$ cat src/rtl/bss_pkg.sv
// Shared types, constants and codes for the slope stepper.
package bss_pkg;

  localparam int DELTA_BITS = 12;
  localparam int VALUE_BITS = 16;

  localparam int ERR_BITS  = DELTA_BITS + 2;
  localparam int STEP_BITS = DELTA_BITS + 1;
  localparam int CMP_BITS  = DELTA_BITS + 4;
  localparam int EXT_BITS  = (VALUE_BITS > STEP_BITS) ? VALUE_BITS : STEP_BITS;
  localparam int CNT_BITS  = $clog2(DELTA_BITS);

  typedef enum logic [1:0] {
    REQ_LOAD = 2'd0,
    REQ_FWD  = 2'd1,
    REQ_BWD  = 2'd2,
    REQ_NOP  = 2'd3
  } req_code_t;

  typedef enum logic {
    STATUS_OK     = 1'b0,
    STATUS_REJECT = 1'b1
  } status_code_t;

  typedef enum logic [1:0] {
    ST_IDLE,
    ST_DIV,
    ST_FIN
  } state_t;

  typedef struct packed {
    logic [1:0]                    req_type;
    logic signed [DELTA_BITS-1:0]  major_delta;
    logic signed [DELTA_BITS-1:0]  minor_delta;
    logic signed [VALUE_BITS-1:0]  start_value;
  } req_t;

  typedef struct packed {
    logic signed [VALUE_BITS-1:0]  value_before;
    logic signed [VALUE_BITS-1:0]  value_after;
    logic                          status;
  } result_t;

  // Controller to datapath.
  typedef struct packed {
    logic exec;         // perform a request that needs no divider now
    logic div_start;    // latch a load and seed the divider
    logic div_step;     // advance the divider by one quotient bit
    logic load_commit;  // write derived line state and emit the result
  } cmd_t;

  // Datapath to controller.
  typedef struct packed {
    logic out_free;     // result register can take a new value this cycle
    logic load_div;     // pending request is a load that needs the divider
  } stat_t;

endpackage

$ cat src/rtl/bss_div.sv
// Restoring unsigned divider, one quotient bit per cycle while step is high.
module bss_div (
  input  logic                            clk,
  input  logic                            start,
  input  logic                            step,
  input  logic [bss_pkg::DELTA_BITS-1:0]  dividend,
  input  logic [bss_pkg::DELTA_BITS-1:0]  divisor,
  output logic [bss_pkg::DELTA_BITS-1:0]  quotient,
  output logic [bss_pkg::DELTA_BITS-1:0]  remainder
);
  import bss_pkg::*;

  logic [DELTA_BITS-1:0] quo;
  logic [DELTA_BITS-1:0] rem;
  logic [DELTA_BITS-1:0] dvs;
  logic [DELTA_BITS:0]   trial;
  logic                  fits;

  assign trial = {rem, quo[DELTA_BITS-1]};
  assign fits  = (trial >= {1'b0, dvs});

  always_ff @(posedge clk) begin
    if (start) begin
      quo <= dividend;
      rem <= '0;
      dvs <= divisor;
    end else if (step) begin
      quo <= {quo[DELTA_BITS-2:0], fits};
      rem <= fits ? DELTA_BITS'(trial - {1'b0, dvs}) : DELTA_BITS'(trial);
    end
  end

  assign quotient  = quo;
  assign remainder = rem;

endmodule

$ cat src/rtl/bss_dp.sv
// Datapath: line state, step arithmetic, load setup and result register.
module bss_dp (
  input  logic             clk,
  input  logic             rst,
  input  bss_pkg::req_t    req,
  input  bss_pkg::cmd_t    cmd,
  output bss_pkg::stat_t   stat,
  output logic             result_valid,
  input  logic             result_ready,
  output bss_pkg::result_t result
);
  import bss_pkg::*;

  // Line state.
  logic signed [VALUE_BITS-1:0] cur_value, cur_value_next;
  logic signed [ERR_BITS-1:0]   err_term, err_term_next;
  logic signed [STEP_BITS-1:0]  small_step;
  logic signed [STEP_BITS-1:0]  large_step;
  logic signed [STEP_BITS-1:0]  err_add_small;
  logic signed [ERR_BITS-1:0]   err_add_large;

  // Load held while the divider runs.
  logic signed [VALUE_BITS-1:0] ld_start;
  logic                         ld_sign;
  logic [DELTA_BITS-1:0]        ld_amaj;

  logic [DELTA_BITS-1:0] amaj, amin;
  logic                  maj_pos, min_pos, maj_zero;
  logic [DELTA_BITS-1:0] quotient, remainder;

  logic signed [STEP_BITS-1:0] ss_new, ls_new, eas_new;
  logic signed [ERR_BITS-1:0]  eal_new, et_new;

  logic signed [EXT_BITS-1:0]  ls_ext, ss_ext;
  logic signed [ERR_BITS-1:0]  eas_ext;
  logic signed [CMP_BITS-1:0]  back_diff;
  logic                        fwd_large, bwd_large;
  logic                        out_status;

  assign maj_zero = (req.major_delta == '0);
  assign maj_pos  = !req.major_delta[DELTA_BITS-1] && !maj_zero;
  assign min_pos  = !req.minor_delta[DELTA_BITS-1] && (req.minor_delta != '0);
  assign amaj     = req.major_delta[DELTA_BITS-1] ? DELTA_BITS'(-req.major_delta)
                                                  : req.major_delta;
  assign amin     = req.minor_delta[DELTA_BITS-1] ? DELTA_BITS'(-req.minor_delta)
                                                  : req.minor_delta;

  assign stat.load_div = (req.req_type == REQ_LOAD) && !maj_zero;
  assign stat.out_free = !result_valid || result_ready;

  bss_div u_div (
    .clk       (clk),
    .start     (cmd.div_start),
    .step      (cmd.div_step),
    .dividend  (amin),
    .divisor   (amaj),
    .quotient  (quotient),
    .remainder (remainder)
  );

  // Derived line parameters from quotient and remainder.
  always_comb begin
    ss_new  = ld_sign ? STEP_BITS'(-$signed({1'b0, quotient}))
                      : $signed({1'b0, quotient});
    ls_new  = ld_sign ? STEP_BITS'(ss_new - 1'b1) : STEP_BITS'(ss_new + 1'b1);
    eas_new = $signed({remainder, 1'b0});
    eal_new = ERR_BITS'($signed({1'b0, remainder, 1'b0}) - $signed({1'b0, ld_amaj, 1'b0}));
    et_new  = ERR_BITS'($signed({1'b0, remainder, 1'b0}) - $signed({2'b00, ld_amaj}));
  end

  // Step arithmetic: a backward step undoes the matching forward step.
  always_comb begin
    ls_ext    = EXT_BITS'(large_step);
    ss_ext    = EXT_BITS'(small_step);
    eas_ext   = ERR_BITS'(err_add_small);
    back_diff = CMP_BITS'(err_term) - CMP_BITS'(err_add_large) - CMP_BITS'(err_add_small);
    fwd_large = (err_term > 0);
    bwd_large = (back_diff <= 0);

    cur_value_next = cur_value;
    err_term_next  = err_term;
    out_status     = STATUS_OK;
    case (req.req_type)
      REQ_LOAD: out_status = STATUS_REJECT;
      REQ_FWD: begin
        if (fwd_large) begin
          err_term_next  = ERR_BITS'(err_term + err_add_large);
          cur_value_next = VALUE_BITS'(cur_value + VALUE_BITS'(ls_ext));
        end else begin
          err_term_next  = ERR_BITS'(err_term + eas_ext);
          cur_value_next = VALUE_BITS'(cur_value + VALUE_BITS'(ss_ext));
        end
      end
      REQ_BWD: begin
        if (bwd_large) begin
          err_term_next  = ERR_BITS'(err_term - err_add_large);
          cur_value_next = VALUE_BITS'(cur_value - VALUE_BITS'(ls_ext));
        end else begin
          err_term_next  = ERR_BITS'(err_term - eas_ext);
          cur_value_next = VALUE_BITS'(cur_value - VALUE_BITS'(ss_ext));
        end
      end
      default: ;
    endcase
  end

  always_ff @(posedge clk) begin
    if (rst) begin
      cur_value     <= '0;
      err_term      <= '0;
      small_step    <= '0;
      large_step    <= '0;
      err_add_small <= '0;
      err_add_large <= '0;
    end else if (cmd.exec) begin
      cur_value <= cur_value_next;
      err_term  <= err_term_next;
    end else if (cmd.load_commit) begin
      cur_value     <= ld_start;
      err_term      <= et_new;
      small_step    <= ss_new;
      large_step    <= ls_new;
      err_add_small <= eas_new;
      err_add_large <= eal_new;
    end
  end

  always_ff @(posedge clk) begin
    if (cmd.div_start) begin
      ld_start <= req.start_value;
      ld_sign  <= (maj_pos != min_pos);
      ld_amaj  <= amaj;
    end
  end

  // Result register.
  always_ff @(posedge clk) begin
    if (rst) begin
      result_valid <= 1'b0;
    end else if (cmd.exec || cmd.load_commit) begin
      result_valid <= 1'b1;
    end else if (result_ready) begin
      result_valid <= 1'b0;
    end
  end

  always_ff @(posedge clk) begin
    if (cmd.exec) begin
      result.value_before <= cur_value;
      result.value_after  <= cur_value_next;
      result.status       <= out_status;
    end else if (cmd.load_commit) begin
      result.value_before <= cur_value;
      result.value_after  <= ld_start;
      result.status       <= STATUS_OK;
    end
  end

endmodule

$ cat src/rtl/bss_ctrl.sv
// Controller: request acceptance and divider sequencing.
module bss_ctrl (
  input  logic            clk,
  input  logic            rst,
  input  logic            req_valid,
  output logic            req_ready,
  input  bss_pkg::stat_t  stat,
  output bss_pkg::cmd_t   cmd
);
  import bss_pkg::*;

  state_t               state, state_next;
  logic [CNT_BITS-1:0]  cnt, cnt_next;
  logic                 last_bit;

  assign last_bit = (cnt == CNT_BITS'(DELTA_BITS - 1));

  // Next state.
  always_comb begin
    state_next = state;
    cnt_next   = cnt;
    unique case (state)
      ST_IDLE: begin
        if (req_valid && stat.out_free && stat.load_div) begin
          state_next = ST_DIV;
          cnt_next   = '0;
        end
      end
      ST_DIV: begin
        cnt_next = CNT_BITS'(cnt + 1'b1);
        if (last_bit) begin
          state_next = ST_FIN;
        end
      end
      ST_FIN: begin
        if (stat.out_free) begin
          state_next = ST_IDLE;
        end
      end
      default: state_next = ST_IDLE;
    endcase
  end

  // Outputs.
  always_comb begin
    cmd       = '0;
    req_ready = 1'b0;
    unique case (state)
      ST_IDLE: begin
        req_ready     = stat.out_free;
        cmd.exec      = req_valid && stat.out_free && !stat.load_div;
        cmd.div_start = req_valid && stat.out_free && stat.load_div;
      end
      ST_DIV:  cmd.div_step    = 1'b1;
      ST_FIN:  cmd.load_commit = stat.out_free;
      default: ;
    endcase
  end

  always_ff @(posedge clk) begin
    if (rst) begin
      state <= ST_IDLE;
      cnt   <= '0;
    end else begin
      state <= state_next;
      cnt   <= cnt_next;
    end
  end

endmodule

$ cat src/rtl/bresenham_slope_stepper_top.sv
// Top level of the run-slice line stepper: controller plus datapath.
//
// Interpolates a value along a line whose slope has a whole part: each
// request either loads a new line (major delta, minor delta, start value)
// or steps the value one position forward or backward along the major axis,
// and every request returns exactly one result with the value before and
// after it and a status bit. Forward and backward steps, the unused request
// code and a load with a zero major delta (rejected, state kept, status set)
// are done directly without the divider, so they can be issued back to back
// as long as the result side keeps taking results. A new request is taken
// only in a cycle where the result register is empty or its result is being
// taken, so a result left waiting stalls the request side. A valid load is
// captured first, then runs through the bit-serial restoring divider that
// forms |minor| / |major| one quotient bit per cycle, then writes the step
// sizes, error increments and start value; that last write waits for the
// result register like any other result. All values wrap at their widths.
module bresenham_slope_stepper_top (
  input  logic              clk,
  input  logic              rst,
  input  logic              req_valid,
  output logic              req_ready,
  input  bss_pkg::req_t     req,
  output logic              result_valid,
  input  logic              result_ready,
  output bss_pkg::result_t  result
);
  import bss_pkg::*;

  cmd_t  cmd;
  stat_t stat;

  // Sequence the request: work done directly, or the divider loop for a load.
  bss_ctrl u_ctrl (
    .clk       (clk),
    .rst       (rst),
    .req_valid (req_valid),
    .req_ready (req_ready),
    .stat      (stat),
    .cmd       (cmd)
  );

  // Hold the line state, do the arithmetic, drive the result register.
  bss_dp u_dp (
    .clk          (clk),
    .rst          (rst),
    .req          (req),
    .cmd          (cmd),
    .stat         (stat),
    .result_valid (result_valid),
    .result_ready (result_ready),
    .result       (result)
  );

endmodule
$ cat config.mk
export PLATFORM = sky130hd
export DESIGN_NAME = bresenham_slope_stepper_top
export DESIGN_NICKNAME = d
export VERILOG_FILES = /design/src/rtl/bss_pkg.sv /design/src/rtl/bss_div.sv /design/src/rtl/bss_dp.sv /design/src/rtl/bss_ctrl.sv /design/src/rtl/bresenham_slope_stepper_top.sv
export SDC_FILE = /design/constraint.sdc
export NUM_CORES = 1
export LEC_CHECK = 0
export ABC_AREA = 1
export ABC_CLOCK_PERIOD_IN_PS = 5610
export BUFFER_PORTS_ARGS = -buffer_cell sky130_fd_sc_hd__buf_2
export CAP_MARGIN = 40
export CORE_ASPECT_RATIO = 0.6
export CORE_MARGIN = 5
export CORE_UTILIZATION = 45
export CTS_BUF_LIST = sky130_fd_sc_hd__clkbuf_16
export DETAILED_ROUTE_END_ITERATION = 10
export PLACE_DENSITY = 0.59
export REMOVE_ABC_BUFFERS = 1
export SLEW_MARGIN = 20
export SYNTH_ARGS = -nofsm -noshare
export SYNTH_HDL_FRONTEND = slang
export SYNTH_SLANG_ARGS = --single-unit
$ cat constraint.sdc
create_clock -name clk -period 5.61 [get_ports clk]
set_input_delay 1.122 -clock clk [delete_from_list [all_inputs] [get_ports clk]]
set_output_delay 1.122 -clock clk [all_outputs]
set_load 0.05 [all_outputs]
==> results by stage, run 1 <==
Worst setup path:
- The category of the critical setup timing path is register to register.
- The worst path required time is slightly below 6000 ps.
- The dominant cell type by count on the critical path is sky130_fd_sc_hd__nand2_1.
- The largest individual stage delay along the critical path comes from the cell sky130_fd_sc_hd__fa_1.
- The top fanout value on the critical path is 6.
- The longest individual stage delay on the worst path is 560 ps.
- The category of the worst setup path capture point is a register.
- At the worst endpoint, the arrival time is around 5500 ps.
- The worst register-to-register path has a depth of 35.
- STA classifies the critical path startpoint as a register.
- The worst register-to-register path has a setup slack of 330 ps.

Clocking:
- The buffer cell driving the clock tree root is sky130_fd_sc_hd__clkbuf_16.
- Clock-pin slew was measured on the worst setup and hold paths at 70 ps.
- Clock tree synthesis found a total of roughly 170 sinks.
- The CTS tree is yes.
- The maximum root-to-sink buffer count is 2.
- The H-tree depth is 4.
- The number of buffers added by the clock tree synthesis step is 17.
- The later pin in the worst-skew pair is clocked with a latency of around 450 ps.

Route:
- After detailed routing, the total wire length is between 30,000 and 40,000 microns.
- The via count of the routed design is between 10,000 and 15,000.
- The pre-antenna-repair detailed-routing pass consisted of 6 iterations.
- The remaining routing DRC violations is 0.
- The ratio of routed vias to standard cells is about 5.2.
- The count of routing violations after the opening detailed-route iteration is ~910.
- After detailed routing, the average wire length per cell comes to about 16 microns.
- The count of nets left with antenna violations once routing finished came out at 0.

Power:
- The switching power as a share of total power is roughly half.
- The net switching power figure is approximately 0.0046 W.
- Sequential cells burn between 20% and 30% of the power.
- The internal power is about 0.0043 W.
- The combinational share of power is around 67%.
- The static power due to leakage is between 6 and 7 nW.
- VDD sags by at most slightly above 0.3 mV.
- The power per cell area is 615 mW/mm^2.
- The clock network fraction of design power is roughly an eighth.

Global routing:
- The overall routing resource usage is between 20% and 30%.
- The first-pass GRT wire length is between 50,000 and 60,000 microns.
- The initial antenna violation count is 0.
- The via count of the first global-routing pass is approximately 11,000.
- Entering global routing, the biggest net connects 65 pins.
- The total overflow left after global routing is 0.

Place:
- The half-perimeter wire length of the detailed placement result is 28,100 microns.
- The global placement routability congestion is 0.919.
- The instance area after placement is roughly 0.014 sq mm.
- The number of buffer cells added on primary ports is 80.

Finish:
- The final core utilization is between 50% and 60%.
- The number of nets in the finished design is a little under 2,000.
- The fraction of final layout cells sized beyond drive strength 1 is between 10% and 20%.
- The synthesis-to-layout area growth is 11.6%.
- The final cell area excluding filler cells is ~0.014 sq mm.
- The repair_antennas step left the layout with diodes totalling 0.

Yosys:
- The Yosys step of the flow raised 0 warnings.
- In the synthesized netlist, the number of instances is approximately 1,800.
- The average cell area after synthesis is about 7.3 sq um.
- In the post-synthesis netlist, the biggest area contributors are sky130_fd_sc_hd__edfxtp_1 (17%), sky130_fd_sc_hd__dfxtp_1 (15%), sky130_fd_sc_hd__nand2_1 (9.4%).
- sky130_fd_sc_hd__edfxtp_1 takes more of the synthesized area than any other cell.
- The area share of the leading cell type in the synthesized netlist is between 10% and 20%.
- The library cell with the highest instance count after synthesis is sky130_fd_sc_hd__nand2_1.
- The post-synthesis sequential element count is 174.
- The proportion of synthesized chip area in sequential cells is 32.6%.
- In the synthesized netlist the dominant register cell turns out to be sky130_fd_sc_hd__dfxtp_1.
- Yosys mapped a number of flops with a built-in enable equal to 74.
- The fraction of registers with async set or reset after synthesis is 0%.
- By count the netlist is led by sky130_fd_sc_hd__nand2_1 (324), sky130_fd_sc_hd__inv_1 (269), sky130_fd_sc_hd__a21oi_1 (168).
- The post-synthesis cell area is 0.0129 sq mm.
- The number of unique standard cell types used by synthesis is 60.

Min path:
- Counting instances, the worst hold path has a depth of 2.
- The worst hold path belongs to the class register to register.

STA:
- The worst pin sits at a relative slew slack of 43.8%.
- For the pin with the worst max-slew slack, the measured transition is 838 ps.
- The count of pins over their slew limit was 0.
- The worst path needs between 5000 and 6000 ps of the cycle, external delays included.
- The final number of setup-violating endpoints is 0.
- The share of the cycle needed by the critical path after routing is between 90 and 100%.
- The final number of hold-violating endpoints is 0.
- The worst clock skew is 6.27 ps.
- Based on the critical path, the design can be clocked at up to 0.190 GHz.

Status:
- The flow ran to the end, and the final reports show no timing, DRC or antenna violations.

Floorplanning:
- The die extent in y is around 140 microns.
- The top-level I/O count is roughly 80.
- The die covers 0.0324 sq mm.
- In this run the horizontal extent of the chip is between 200 and 250 microns.
- The total area inside the core boundary comes to roughly 0.029 sq mm.
- Row generation in the floorplan step produced 48 rows.
- The initial utilization of the core area, before any placement, comes to between 40% and 50%.

Run:
- The number of maximum-capacitance violations is 0.
-- layout by cell type (no fill, tap or decap), types with 11 or more instances in the layout --
| master | n |
|---|---|
| sky130_fd_sc_hd__buf_2 | 80 |
| sky130_fd_sc_hd__buf_4 | 25 |
| sky130_fd_sc_hd__clkbuf_16 | 18 |
| sky130_fd_sc_hd__edfxtp_1 | 74 |
| sky130_fd_sc_hd__xor2_1 | 57 |
| sky130_fd_sc_hd__fa_1 | 17 |
| sky130_fd_sc_hd__or2_2 | 11 |
| sky130_fd_sc_hd__a21oi_1 | 166 |
| sky130_fd_sc_hd__inv_2 | 16 |
| sky130_fd_sc_hd__a31oi_1 | 14 |
| sky130_fd_sc_hd__inv_1 | 268 |
| sky130_fd_sc_hd__nor3_1 | 21 |
| sky130_fd_sc_hd__nand3_1 | 67 |
| sky130_fd_sc_hd__xnor2_1 | 24 |
| sky130_fd_sc_hd__nor2_1 | 146 |
| sky130_fd_sc_hd__nor2_2 | 11 |
| sky130_fd_sc_hd__dfxtp_1 | 93 |
| sky130_fd_sc_hd__o21ai_0 | 158 |
| sky130_fd_sc_hd__nand2_1 | 322 |
| sky130_fd_sc_hd__ha_1 | 78 |
-- layout make-up --
class	count	area (sq um)
fill	2815	14100
multi-input combinational	1249	7500
sequential	174	4230
inverter	289	1090
timing repair buffer	107	619
tap	375	469
clock buffer	18	450
clock inverter	14	91.3
-- timing repair --
item	4_1_cts	5_1_grt
resized for setup	0	35
setup buffers	0	2
setup endpoints to repair	0	17
hold buffers	0	0
-- logic make-up after synthesis --
group	Yosys count	share of synthesized area, %
flip-flops	174	32.6
adder cells (fa/ha/maj)	105	11.2
buffers and inverters	345	10.5
AND/OR/NAND/NOR	628	21.0
XOR/XNOR	81	5.48
AO/OA/AOI/OAI	435	19.2
-- sequential cells by signal, summed over array words and instances (netlist names), 13 cells and up --
register / count
u_dp.err_term: 14
u_dp.cur_value: 16
u_dp.err_add_large: 13
u_dp.large_step: 13
u_dp.small_step: 13
u_dp.ld_start: 16
u_dp.result: 33
-- layer usage --
metal  part of all wire, %  GRT usage, %  vias up
met2                    36          28.9      352
met1                    56          37.3     5273
met4                  0.73          3.83        0
li1                      -             -     5984
met5                     0             0        -
met3                   7.3          4.68       18
-- path summary, 6_finish.rpt --
kind | from | end
setup / recovery | u_dp.err_add_large[10] | u_dp.result[13]
hold / removal | u_dp.err_add_large[13] | u_dp.err_add_large[13]
setup reg to reg | u_dp.err_add_large[10] | u_dp.result[13]
hold reg to reg | u_dp.err_add_large[13] | u_dp.err_add_large[13]
-- power by group through the flow --
| stage | logic, W | clock network (W) | registers, W |
|---|---|---|---|
| 3_3_place_gp | 0.00571 | 0 | 0.00182 |
| 2_1_floorplan | 0.00399 | 0 | 0.00197 |
| 4_1_cts | 0.00571 | 0.00115 | 0.00180 |
| 3_5_place_dp | 0.00567 | 0 | 0.00182 |
| 6_report | 0.00596 | 0.00113 | 0.00180 |
| 5_1_grt | 0.00669 | 0.00121 | 0.00183 |
-- worst max-delay path: cells and delay by family (launching register included) --
kind,cells,cell delay (ps)
buf+inv,5,350
flops,1,400
fa+ha+maj,4,1510
compound gates,6,900
simple gates,20,1880
-- metrics by stage --
stage / setup TNS, ps / hold slack (ps) / total power, W / worst slack, ps / instances
6_report: 0 / 476 / 0.00889 / 334 / 2226
5_1_grt: -108 / 497 / 0.00973 / -40.0 / 2226
4_1_cts: 0 / 478 / 0.00866 / 4.31 / 2224
3_5_place_dp: 0 / 468 / 0.00749 / 42.5 / 2192
3_3_place_gp: 0 / 461 / 0.00753 / 22.5 / 2191
2_1_floorplan: -1760 / 439 / 0.00595 / -148 / 1712
Power figures use the tool's default switching activity.
==> run 2: changes to the inputs <==
--- a/config.mk
+++ b/config.mk
@@ -9,7 +9,6 @@
 export ABC_CLOCK_PERIOD_IN_PS = 5610
 export BUFFER_PORTS_ARGS = -buffer_cell sky130_fd_sc_hd__buf_2
 export CAP_MARGIN = 40
-export CORE_ASPECT_RATIO = 0.6
 export CORE_MARGIN = 5
 export CORE_UTILIZATION = 45
 export CTS_BUF_LIST = sky130_fd_sc_hd__clkbuf_16
==> results by stage, run 2 (synthesized netlist as in run 1, its figures left out) <==
Status:
- The run finished with clean final reports.

Floorplanning:
- The die covers about 0.032 sq mm.
- The die extent in y is around 180 microns.
- The floorplan core area is around 0.029 sq mm.
- The top-level I/O count is between 80 and 90.
- The initial utilization of the core area, before any placement, comes to approximately 45%.
- The cell row count is 62.
- In this run the horizontal extent of the chip is about 180 microns.

Finish:
- After the last flow step, the layout net total stands at around 2,000.
- The top register by number of flip-flops is u_dp.result.
- The commonest non-fill, non-tap cell in the layout is sky130_fd_sc_hd__nand2_1.
- The number of antenna diodes in the final layout is 0.
- From synthesis to final layout, the design area changed by 11.4%.
- In the final layout, the share of cells above drive strength 1 is roughly 13%.
- In the final layout, the registers with the most flip-flops are u_dp.result x33, u_dp.cur_value x16, u_dp.ld_start x16.
- The library cells used most frequently in the layout, excluding fill and tap cells, are sky130_fd_sc_hd__nand2_1 (322), sky130_fd_sc_hd__inv_1 (266), sky130_fd_sc_hd__a21oi_1 (167).
- The number of flip-flops in the largest register is 33.

STA:
- The worst clock skew is about 17 ps.
- The final number of hold-violating endpoints was 0.
- The count of pins over their slew limit is 0.
- For this run, the top clock speed supported by timing is 0.195 GHz.
- The final number of setup-violating endpoints is 0.
- At the pin with the least slew margin, the transition time is 765 ps.
- For the finished layout, the period the worst path requires is ~5000 ps.
- After layout, the worst path uses around 91% of the clock period.
- Headroom to the max-slew limit came out at about half.
- The worst setup margin is roughly 480 ps.

Clocking:
- At the later pin of the worst-skew pair, clock insertion delay measures between 400 and 500 ps.
- The clock drives between 150 and 200 sinks.
- The number of buffers added by the clock tree synthesis step is 17.
- The clock tree synthesis step divided the H-tree into 4 levels.
- The CTS tree is yes.
- Clock-pin slew was measured on the worst setup and hold paths at 80 ps.
- The number of buffers inserted by hold repair at cts is 0.
- In this run the deepest clock path goes through 2 buffers.
- Post-CTS repair changed the size of 0 cells.
- Once the clock tree was built, the setup fixing pass inserted 0 buffers.
- CTS placed an instance of sky130_fd_sc_hd__clkbuf_16 at the clock tree root.

Worst setup path:
- STA classifies the critical path endpoint as a register.
- The number of buffers and inverters on the critical path is 4.
- Among all stages on the critical path, the largest delay is contributed by sky130_fd_sc_hd__fa_1.
- The worst reg-to-reg path cell count is 36.
- Data on the critical path arrives at its endpoint at ~5300 ps.
- STA puts the critical path data required time at between 5000 and 6000 ps.
- Among the stages of the critical path, the cell type that occurs most often is sky130_fd_sc_hd__nand2_1.
- Along the worst path, the maximum fanout reaches 7.
- The longest individual stage delay on the worst path is 470 ps.
- The total number of cells along the worst setup path is 36.
- STA classifies the critical path startpoint as a register.
- The cell family contributing the most delay on the critical path is simple AND/OR/NAND/NOR gates.
- The category of the critical setup timing path is register to register.

Power:
- The static power due to leakage is ~6.8 nW.
- Per report_power, the combinational group accounts for 65.1% of the total.
- Internal power comes to 0.00417 W.
- The switching power as a share of total power is approximately half.
- Per report_power, the clock group accounts for between 10% and 20% of the total.
- The net switching power figure is 0.00447 W.
- Sequential cells burn around a fifth of the power.
- In this run the power density over the cells is roughly 600 mW/mm^2.
- The sum of internal, switching and leakage power is about 0.0086 W.
- The worst-case vdd ir drop is 0.288 mV.

Place:
- The number of buffer cells added on primary ports is 80.
- The global placement routability congestion is between 0.9 and 1.
- After legalization and detailed placement, the total HPWL measured ~25,000 microns.
- Before CTS, the worst setup slack after placement is 316 ps.

Global routing:
- The layer flagged by global routing as most heavily used is met2.
- The met1 layer usage reported by global route is 29.9%.
- The total grt overflow is 0.
- The pin count of the biggest net entering global routing is 68.
- Across every metal layer, demand over resource in global routing totals 20.4%.
- The initial antenna violation count came to 0.
- The via count of the first global-routing pass is 10,662.
- In the global route stage, met2 resource usage came out at between 30% and 40%.
- Global routing used about 3.2% of the available met3 tracks.
- The first global-routing pass estimated approximately 55,000 microns of wire.

Route:
- The routed design has 33,300 microns of wire.
- Dividing the detail-routed wire length by the instance count gives between 10 and 15 microns.
- The via count of the routed design is between 10,000 and 15,000.
- In the routed design, unresolved DRC markers number 0.
- Dividing the detail-routed via count by the number of cells gives about 5.2.
- The number of optimization iterations in the first detailed-route pass is 5.
- The count of routing violations after the opening detailed-route iteration is roughly 830.
- The count of antenna-violating nets left after detailed routing is 0.

Min path:
- The worst min-delay path class is register to register.
- Along the worst hold path, the cell count comes to 2.

Run:
- The number of maximum-capacitance violations is 0.
## run 2: final timing paths
kind | start | end | slack [ps]
hold reg to reg | u_dp.err_add_large[13] | u_dp.err_add_large[13] | 470
hold / removal | u_dp.err_add_large[13] | u_dp.err_add_large[13] | 470
setup / recovery | u_dp.err_term[3] | u_dp.result[13] | 480
setup reg to reg | u_dp.err_term[3] | u_dp.result[13] | 480
## run 2: layer usage
| metal | share of wire [%] | vias to the layer above |
|---|---|---|
| li1 | - | 5953 |
| met1 | 51 | 5226 |
| met2 | 43 | 275 |
| met3 | 5.2 | 15 |
| met4 | 0.79 | 0 |
| met5 | 0 | - |
## run 2: layout make-up
class | instances | area, sq um
clock buffer | 17 | 425
clock inverter | 15 | 186
fill | 2892 | 14100
inverter | 289 | 1090
multi-input combinational | 1249 | 7450
sequential | 174 | 4230
tap | 384 | 480
timing repair buffer | 96 | 557
## run 2: power by group through the flow
stage | clock [W] | combinational, W | sequential (W)
final | 0.00121 | 0.00563 | 0.00180
after CTS | 0.00124 | 0.00550 | 0.00180
after global placement | 0 | 0.00543 | 0.00182
after floorplan | 0 | 0.00399 | 0.00197
after detailed placement | 0 | 0.00546 | 0.00182
after global routing | 0.00130 | 0.00638 | 0.00183
## run 2: tightest hold or removal path: stages (launching register included)
cell                      delay (ps)
sky130_fd_sc_hd__dfxtp_1         310
sky130_fd_sc_hd__nand2_1          60
sky130_fd_sc_hd__a21oi_1          50
## run 2: stage by stage
| stage | setup TNS, ps | util (%) | instance area [sq um] | instances | hold WS [ps] |
|---|---|---|---|---|---|
| finish | 0 | 50.5 | 14400 | 2224 | 467 |
| detailed placement | 0 | 48.1 | 13700 | 2192 | 455 |
| floorplan | -1760 | - | 12700 | 1712 | 439 |
| global placement | 0 | 47.9 | 13700 | 2190 | 456 |
| global route | -81.4 | 50.5 | 14400 | 2224 | 509 |
| CTS | 0 | 50.2 | 14300 | 2224 | 467 |
